`src/rtl/sks_pkg.sv`:
```
// ----------------------------------------------------------------------------
// Stable key sorter package
// Shared types and codes for the stable key sorter controller and datapath.
// ----------------------------------------------------------------------------
package sks_pkg;

  typedef enum logic {
    OP_INSERT = 1'b0,
    OP_REMOVE = 1'b1
  } op_e;

  typedef enum logic [1:0] {
    ST_OK    = 2'd0,
    ST_FULL  = 2'd1,
    ST_EMPTY = 2'd2
  } status_e;

  // One stored entry: only the key takes part in the ordering.
  typedef struct packed {
    logic [15:0]        key;
    logic signed [15:0] payload;
  } pair_t;

  // Commands from the controller to the datapath.
  typedef struct packed {
    logic    accept;     // latch the item and prime the insert cursor
    logic    rd_head;    // read the oldest smallest entry
    logic    rd_prev;    // read the entry below the insert cursor
    logic    wr_new;     // write the new pair at the cursor and grow the store
    logic    wr_shift;   // move the read entry up one place and step the cursor down
    logic    emit;       // present a result next cycle
    status_e emit_st;    // status of that result
    logic    emit_data;  // result carries the read entry
    logic    pop;        // drop the head entry
  } cmd_t;

  // Status from the datapath to the controller.
  typedef struct packed {
    logic full;
    logic empty;
    logic rem_zero;      // no held entry left below the cursor
    logic greater;       // read entry key is greater than the new key
  } stat_t;

endpackage

```
`src/rtl/sks_ctrl.sv`:
```
// ----------------------------------------------------------------------------
// Stable key sorter controller
// One-hot state machine that sequences inserts and removals over the datapath.
// ----------------------------------------------------------------------------
module sks_ctrl (
  input  logic           clk_i,
  input  logic           rst_ni,
  input  logic           start,
  input  logic           opcode_i,
  input  sks_pkg::stat_t stat_i,
  output sks_pkg::cmd_t  cmd_o,
  output logic           busy
);

  typedef enum logic [3:0] {
    S_IDLE    = 4'b0001,
    S_INS_RD  = 4'b0010,
    S_INS_CMP = 4'b0100,
    S_REM_OUT = 4'b1000
  } state_e;

  state_e state_q, state_d;

  always_comb begin
    state_d = state_q;
    cmd_o   = '0;
    cmd_o.emit_st = sks_pkg::ST_OK;
    unique case (state_q)
      S_IDLE: begin
        if (start) begin
          cmd_o.accept = 1'b1;
          if (opcode_i == sks_pkg::OP_INSERT) begin
            if (stat_i.full) begin
              cmd_o.emit    = 1'b1;
              cmd_o.emit_st = sks_pkg::ST_FULL;
            end else begin
              state_d = S_INS_RD;
            end
          end else begin
            if (stat_i.empty) begin
              cmd_o.emit    = 1'b1;
              cmd_o.emit_st = sks_pkg::ST_EMPTY;
            end else begin
              cmd_o.rd_head = 1'b1;
              state_d       = S_REM_OUT;
            end
          end
        end
      end
      S_INS_RD: begin
        if (stat_i.rem_zero) begin
          cmd_o.wr_new = 1'b1;
          cmd_o.emit   = 1'b1;
          state_d      = S_IDLE;
        end else begin
          cmd_o.rd_prev = 1'b1;
          state_d       = S_INS_CMP;
        end
      end
      S_INS_CMP: begin
        if (stat_i.greater) begin
          cmd_o.wr_shift = 1'b1;
          state_d        = S_INS_RD;
        end else begin
          cmd_o.wr_new = 1'b1;
          cmd_o.emit   = 1'b1;
          state_d      = S_IDLE;
        end
      end
      S_REM_OUT: begin
        cmd_o.emit      = 1'b1;
        cmd_o.emit_data = 1'b1;
        cmd_o.pop       = 1'b1;
        state_d         = S_IDLE;
      end
      default: begin
        state_d = S_IDLE;
      end
    endcase
  end

  always_ff @(posedge clk_i or negedge rst_ni) begin
    if (!rst_ni) begin
      state_q <= S_IDLE;
    end else begin
      state_q <= state_d;
    end
  end

  assign busy = (state_q != S_IDLE);

endmodule

```
`config.mk`:
```
export PLATFORM = sky130hd
export DESIGN_NAME = sks_ctrl
export DESIGN_NICKNAME = d
export VERILOG_FILES = /design/src/rtl/sks_pkg.sv /design/src/rtl/sks_ctrl.sv
export SDC_FILE = /design/constraint.sdc
export NUM_CORES = 1
export LEC_CHECK = 0
export ABC_AREA = 1
export BUFFER_PORTS_ARGS = -buffer_cell sky130_fd_sc_hd__buf_2
export CAP_MARGIN = 20
export CORE_AREA = 3 3 40 42
export DETAILED_ROUTE_END_ITERATION = 12
export DIE_AREA = 0 0 43 45
export HOLD_SLACK_MARGIN = 0.1
export RECOVER_POWER = 100
export SYNTH_ARGS = -nofsm -noshare
export SYNTH_HDL_FRONTEND = slang
export SYNTH_SLANG_ARGS = --single-unit
```
`constraint.sdc`:
```
create_clock -name clk_i -period 1.95 [get_ports clk_i]
set_input_delay 0.195 -clock clk_i [delete_from_list [all_inputs] [get_ports clk_i]]
set_output_delay 0.195 -clock clk_i [all_outputs]
set_load 0.02 [all_outputs]
```
==> impl_metrics.toml <==
[run_status]
outcome = "finished, final reports clean"

[clock_network]
clockRootBuffer = "clkbuf_4"
cts-resized-gates = 0
htreeDepth = 1
clockBufferDepth = 2
cts_tree = "done"
clock_latency_ns = 0.24
clk_pin_slew_ns = 0.04
numCtsBuffers = 3
cts.sinks = 4

[route]
drc = 0
post_drt_wl_per_cell_um = 8.116
wirelength_um = 698
dr_total_vias = 369
drt-initial-drc-count = 10
routed_via_density = 4.291
postRouteAntennaNets = 0
firstDrtPassIters = 4

[timing]
fin_skew_ns = 0.008180
finalCriticalPeriod_ns = 1.665
tightest_slew_ns = 0.2586
fin_crit_sh = 0.8539
maxSlewHeadroom = 0.8284
setup_viol_count_final = 0
final-hold-violation-count = 0
fmax_mhz = 600.5
slew_violations = 0
tns_ns = 0
rsz0062_at_grt = "false"

[logic_synthesis]
synth-simple-area-share = 0.5145
synth_top_area_cell = "dfrtp_1"
ys_ff_latch = 4
synth_compound_area_frac = 0
synthCells = 49
synth-adder-area-share = 0
synth_area_leaders = "dfrtp_1, nand2_1, nand3_1, inv_1, dfstp_2"
ys_types = 10
yosysSeqAreaShare = 0.3361
synthMuxAreaShare = 0
synthDominantCellAreaShare = 0.2490
syn_avg_cell_area_um2 = 6.154
syn_area_um2 = 301.5
synthesis.nets = 57
synth_top_family_by_area = "simple AND/OR/NAND/NOR gates"
ys_warn_count = 0
synth_xor_xnor_area_share = 0

[global_routing]
grt_pass1_wl_um = 1214
grt_max_degree = 5
antenna_found_initial = 0
first_global_vias = 316
gr-total-overflow = 0
grt_util_all_layers = 0.08514

[finish]
antenna_cells = 0
largest_reg_flops = 4
final_cell_area_um2 = 417.9
final_cell_mix = "nand2_1, clkbuf_1, inv_1, nand3_1"
layout.nets = 80
drive_gt1_frac = 0.1690
final_common_cell = "nand2_1"
biggestRegsByFlops = "state_q: 4 flops"
utilization = 0.3252
fillers = 156
syn2layout_area_growth_pct = 38.59
regMostFlops = "state_q"

[floorplan]
start_util = 0.2347
die-area_mm2 = 0.001935
die_w_um = 43
fp-row-count = 13
core_area_mm2 = 0.001285
ios = 19
die_h_um = 45

[setup_path]
worstPathArrival_ns = 1.47
worstPathRequired_ns = 1.75
critical_path.top_delay_family = "flip-flops"
worstSetupEndpointType = "output port"
startpoint_type = "flop"
crit_chain = "nand2_1 -> nor2_2 -> nand2_1 -> nor2_1 -> clkbuf_1"
path_max_fanout = 4
max_stage_delay_ns = 0.55
worst_path_most_repeated_cell = "nand2_1"
worstSetupPathType = "reg2out"
critPathBufInv = 1
slowest_stage = "dfstp_1"

[placed_design]
numPortBuffers = 18
dp_hpwl_um = 605.8
placed_cell_area_um2 = 402.9
place_congestion = 0.7233

[flow_run]
cap_violations = 0

[pwr]
vdd_drop_max_mv = 0.6277
finalPower_mw = 0.4988
power.leakage_nw = 0.2455
p_per_area_mw_per_mm2 = 1194

[hold_path]
hold_path_class = "in2reg"
[layout make-up]
type	instances	area, µm²	share of cell area
inverter	10	37.54	0.08982
tap	15	18.77	0.04491
multi-input combinational	34	147.6	0.3533
sequential	4	101.3	0.2425
timing repair buffer	19	86.33	0.2066
clock buffer	4	26.28	0.06287
[Yosys cell counts, drive strengths merged]
library cell,count
nand3,10
nand2,13
dfstp,1
nor3,2
buf,1
dfrtp,3
nor2,9
inv,10
[power breakdown]
part	internal, mW	switching (mW)
Sequential	0.110	0.0179
Combinational	0.0776	0.181
Clock	0.0769	0.0355
Total	0.265	0.234
[metrics by stage]
stage | worst slack (ns) | instances | hold WS [ns]
2_1_floorplan | 0.5090 | 49 | -0.1006
3_3_place_gp | 0.6381 | 81 | 0.001184
3_5_place_dp | 0.6252 | 81 | 0.001596
4_1_cts | 0.3703 | 86 | 0.1362
5_1_grt | 0.1514 | 86 | 0.1587
6_report | 0.2848 | 86 | 0.1426
[timing repair]
item | in CTS | in global routing
hold buffers | 1 | 0
endpoints found under the setup margin | 0 | 0
setup buffers | 0 | 0
endpoints found under the hold margin | 4 | 0
[final timing paths]
path / from / end / slack [ns] / depth (start not counted)
max in group asynchronous: rst_ni / state_q[0] / 1.38 / 2
min reg2reg: state_q[2] / state_q[2] / 0.64 / 3
min: stat_i[1] / state_q[2] / 0.14 / 2
max: state_q[0] / cmd_o[3] / 0.28 / 5
max reg2reg: state_q[0] / state_q[1] / 0.86 / 5
min in group asynchronous: rst_ni / state_q[2] / 0.31 / 2
[layer usage]
layer / up-vias / part of all wire / track usage
met5: - / 0 / 0
met1: 158 / 0.42 / 0.1019
met4: 0 / 0 / 0
met2: 15 / 0.46 / 0.1317
li1: 196 / - / -
met3: 0 / 0.12 / 0.06375
[logic make-up (layout without fill, tap and decap cells)]
| kind of cell | Yosys count | in the layout |
|---|---|---|
| simple gates | 34 | 34 |
| buf+inv | 11 | 33 |
| flops | 4 | 4 |
No activity file was read; power rests on OpenSTA's default activity.
